$ cat src/tkh_pkg.sv
package tkh_pkg;

   localparam int TKH_DEPTH = 64;

   // Configuration register indexes.
   localparam int CSR_IDXW = 1;
   localparam logic [CSR_IDXW-1:0] CSR_GRACE = 1'b0;
   localparam logic [CSR_IDXW-1:0] CSR_LIMIT = 1'b1;
   localparam int CSR_DATAW = 32;

   localparam logic [31:0] GRACE_RESET = 32'd64;
   localparam logic [6:0]  LIMIT_RESET = 7'd64;

   // Result status codes.
   localparam logic [2:0] ST_WAITING  = 3'd0;
   localparam logic [2:0] ST_MATCHED  = 3'd1;
   localparam logic [2:0] ST_MISMATCH = 3'd2;
   localparam logic [2:0] ST_CONFLICT = 3'd3;
   localparam logic [2:0] ST_FULL     = 3'd4;
   localparam logic [2:0] ST_EXPIRED  = 3'd5;

   typedef struct packed {
      logic hit_found;
      logic old_found;
      logic free_found;
   } scan_flags_type;

endpackage

$ cat src/tkh_scan.sv
module tkh_scan import tkh_pkg::*; #(
   parameter int DEPTH = TKH_DEPTH
) (
   input  logic                       clock,
   input  logic                       reset,
   input  logic                       clear,
   input  logic                       step,
   input  logic [$clog2(DEPTH)-1:0]   idx,
   input  logic                       occ,
   input  logic [63:0]                ent_tick,
   input  logic [63:0]                req_tick,
   output scan_flags_type             flags,
   output logic [$clog2(DEPTH)-1:0]   hit_idx,
   output logic [$clog2(DEPTH)-1:0]   old_idx,
   output logic [63:0]                old_tick,
   output logic [$clog2(DEPTH)-1:0]   free_idx,
   output logic [$clog2(DEPTH+1)-1:0] count
);

   localparam int AW = $clog2(DEPTH);
   localparam int CW = $clog2(DEPTH+1);

   scan_flags_type flags_ff, flags_in;
   logic [AW-1:0]  hit_ff, hit_in, old_ff, old_in, free_ff, free_in;
   logic [63:0]    otick_ff, otick_in;
   logic [CW-1:0]  count_ff, count_in;

   // One table entry is folded into the running oldest, hit, free and count per cycle in which step is high.
   always_comb begin
      flags_in = flags_ff;
      hit_in   = hit_ff;
      old_in   = old_ff;
      free_in  = free_ff;
      otick_in = otick_ff;
      count_in = count_ff;
      if (clear) begin
         flags_in = '0;
         count_in = '0;
      end else if (step) begin
         if (occ) begin
            count_in = count_ff + CW'(1);
            if (!flags_ff.old_found || (ent_tick < otick_ff)) begin
               flags_in.old_found = 1'b1;
               old_in   = idx;
               otick_in = ent_tick;
            end
            if (ent_tick == req_tick) begin
               flags_in.hit_found = 1'b1;
               hit_in = idx;
            end
         end else if (!flags_ff.free_found) begin
            flags_in.free_found = 1'b1;
            free_in = idx;
         end
      end
   end

   always_ff @(posedge clock) begin
      if (reset) begin
         flags_ff <= '0;
         count_ff <= '0;
      end else begin
         flags_ff <= flags_in;
         count_ff <= count_in;
      end
      hit_ff   <= hit_in;
      old_ff   <= old_in;
      free_ff  <= free_in;
      otick_ff <= otick_in;
   end

   assign flags    = flags_ff;
   assign hit_idx  = hit_ff;
   assign old_idx  = old_ff;
   assign old_tick = otick_ff;
   assign free_idx = free_ff;
   assign count    = count_ff;

endmodule

$ cat config.mk
export PLATFORM = sky130hd
export DESIGN_NAME = tkh_scan
export DESIGN_NICKNAME = d
export VERILOG_FILES = /design/src/tkh_pkg.sv /design/src/tkh_scan.sv
export SDC_FILE = /design/constraint.sdc
export NUM_CORES = 1
export LEC_CHECK = 0
export ABC_CLOCK_PERIOD_IN_PS = 12590
export BUFFER_PORTS_ARGS = -buffer_cell sky130_fd_sc_hd__buf_2
export CAP_MARGIN = 0
export CORE_AREA = 2 2 103 105
export DETAILED_ROUTE_END_ITERATION = 8
export DIE_AREA = 0 0 105 107
export HOLD_SLACK_MARGIN = 0.03
export PLACE_DENSITY_LB_ADDON = 0.15
export SETUP_SLACK_MARGIN = 0.3
export SYNTH_ARGS = -nofsm -noshare
export SYNTH_HDL_FRONTEND = slang
export SYNTH_SLANG_ARGS = --single-unit
export TNS_END_PERCENT = 30
$ cat constraint.sdc
create_clock -name clock -period 12.59 [get_ports clock]
set_input_delay 1.8885 -clock clock [delete_from_list [all_inputs] [get_ports clock]]
set_output_delay 1.8885 -clock clock [all_outputs]
set_load 0.02 [all_outputs]
==> reports/metrics.csv <==
metric,value,unit
synthTopCellsByArea,"edfxtp_1, ha_1, xnor2_1, inv_1, xor2_1",
cts_setup_buffers,0,
yosys_register_bits,92,
yosysSeqAreaShare,51.43,%
synthCells,449,
clkLatencyLatePin,0.37,ns
final_cell_area,6719,µm²
overflow,0,
crit_path_top_delay_cell,buf_4,
htreeDepth,3,
grt_pass1_vias,4269,
max_cap_viol_count,0,
grt_max_degree,39,
row_count,37,
synth_cell_types,35,
drive_gt1_share,35.63,%
leakage,3.173,nW
hp-start,flags[2],
finalSetupViolations,0,
synth_top_family_by_area,adder cells,
met3_usage,4.620,%
drv_slew,0,
reg2reg_depth,9,
crit_chain,buf_2 -> ha_1 -> a21oi_1 -> nand2_1 -> a221oi_1 -> o22ai_1 -> a2111o_1 -> o32ai_4 -> buf_4,
antenna_found_initial,0,
vias_per_cell,5.227,
die-area,11240,µm²
endpoint_kind,register,
gp_congestion,0.8886,
r2r-end,old_tick[10],
status,"complete, no violations",
slowest_delay,0.49,ns
die_w,105,µm
critPathTopFamily,compound AO/OA/AOI/OAI gates,
hold_viol,0,
ctsHoldBuffers,0,
io_buffers,230,
syn_to_final_growth,29.77,%
drtAntennaViolNets,0,
post_layout_nonfiller_instances,832,
synth-xor-area-share,10.49,%
syn-num-nets,652,
grt.busiest_layer,met2,
design.core.area,10090,µm²
post_drt_wl_per_cell,17.04,µm
start_util,51.30,%
drc_errors,0,
hold_slack,0.4593,ns
cts-root-buf,clkbuf_8,
cts.clk_slew.worst_paths,0.08,ns
finClkSkew,0.01408,ns
cp_max_fo,38,
path_class,primary input to register,
nNetsFinal,894,
setup_ws,8.447,ns
yosys.area.top_type,edfxtp_1,
grt.total_usage,25.22,%
setup_tns,0,ns
synth_top_cell_area_share,47.56,%
num_antenna_cells,0,
cts_tree,yes,
ys.warnings.count,0,
first_iter_violations,235,
finalCritPeriodShare,32.91,%
power,684.9,µW
synth_area,5177,µm²
vdd.ir_drop.worst,0.00005371,V
drtPass1Iterations,5,
timing.fmax,241.4,MHz
hold_class,register to register,
cp.arrival,4.15,ns
crit_buf_inv,2,
cts_resized,0,
drt-total-wl,14180,µm
met1_usage,31.42,%
fp.dieH,107,µm
grt_pass1_wl,21510,µm
placed_area,6525,µm²
r2r_slack,9.69,ns
p_per_area,101.9,nW/µm²
numCtsBuffers,9,
num_vias,4349,
dp_hpwl,11760,µm
clock_sinks,92,
timing.slew.headroom,55.52,%
clockBufferDepth,2,
min_to,flags[2],
reg2reg_from,old_tick[11],
min_period,4.143,ns
grtUsageMet2,43.09,%
rsz0062_at_grt,false,
synthAdderAreaFrac,15.47,%
synth_compound_area_share,7.226,%
crit_required,12.60,ns
place_ws,8.049,ns
dp.cells,816,
avgSynthCellArea,11.53,µm²
min_path_cells,2,
worstMarginPinSlew,0.6612,ns
final_util,66.58,%
io_pins,231,
startpoint_type,primary input,
muxShareOfSynthArea,0,%
synthSimpleGateAreaFrac,9.957,%
cells in the mapped netlist, drive strengths merged:
cell,number
and2,1
nand2b,2
a221o,2
xor2,29
a221oi,5
o2bb2ai,1
a2111o,2
clkbuf,2
a21o,1
or2,1
a21oi,28
edfxtp,82
nand2,27
a32oi,1
nor2b,1
nor3,4
nor2,13
nand4b,1
nand4,19
or4,1
nand3,10
ha,64
nor4,9
o21ai,10
a211oi,4
nor4b,2
dfxtp,10
o32ai,1
and4,4
inv,73
o22ai,3
xnor2,33
or3,2
o211ai,1
worst register-to-register path: cells and delay by family (launching register included):
family	cells	cell delay (ns)
buffers and inverters	2	0.57
AO/OA/AOI/OAI	6	1.28
flip-flops	1	0.42
adder cells (fa/ha/maj)	1	0.25
how the worst max path moves through the flow:
| stage | start | end | slack [ns] | cells past startpoint |
|---|---|---|---|---|
| 5_1_grt | ent_tick[35] | old_tick[10] | 8.30 | 9 |
| 6_report | ent_tick[46] | old_tick[10] | 8.45 | 9 |
| 3_5_place_dp | ent_tick[46] | old_tick[21] | 8.05 | 9 |
| 2_1_floorplan | ent_tick[1] | old_idx[0] | 6.97 | 6 |
| 4_1_cts | ent_tick[46] | old_tick[10] | 8.44 | 9 |
| 3_3_place_gp | ent_tick[46] | old_tick[8] | 8.14 | 9 |
logic make-up (layout without fill, tap and decap cells):
group | Yosys count | count (layout)
simple gates | 97 | 97
flops | 92 | 92
buf+inv | 75 | 322
fa+ha+maj | 64 | 64
xor+xnor | 62 | 62
compound gates | 59 | 59
registers in the layout, summed over array words and instances, names as in the netlist:
| name | count |
|---|---|
| hit_idx | 6 |
| old_tick | 64 |
| flags | 3 |
| free_idx | 6 |
| old_idx | 6 |
| count | 7 |
layer usage:
metal | routed length (µm) | up-vias
li1 | - | 2094
met4 | 435 | 0
met2 | 6898 | 196
met1 | 5777 | 2031
met3 | 1063 | 28
met5 | 0 | -
final cells by class:
type | count | area, µm²
flip-flops and latches | 92 | 2663
multi-input cells | 282 | 2245
fillers | 836 | 3373
clock buffers | 15 | 188.9
clock inverters | 1 | 5.005
repair buffers | 233 | 1174
inverters | 73 | 274.0
well taps | 136 | 170.2
placed cells by master, fill, tap and decap left out, drive strengths merged, types with 2 or more instances in the layout:
master and instances:
a2111o 2, a211oi 4, a21oi 28, a221o 2
a221oi 5, and4 4, buf 233, clkbuf 15
dfxtp 10, edfxtp 82, ha 64, inv 73
nand2 27, nand2b 2, nand3 10, nand4 19
nor2 13, nor3 4, nor4 9, nor4b 2
o21ai 10, o22ai 3, or3 2, xnor2 33
xor2 29
report_power, final:
part	internal, mW	switching, mW	leakage (nW)
Combinational	0.0545	0.0780	2.24
Sequential	0.347	0.00582	0.839
Clock	0.0962	0.103	0.0980
(Power assumes the default switching activity.)
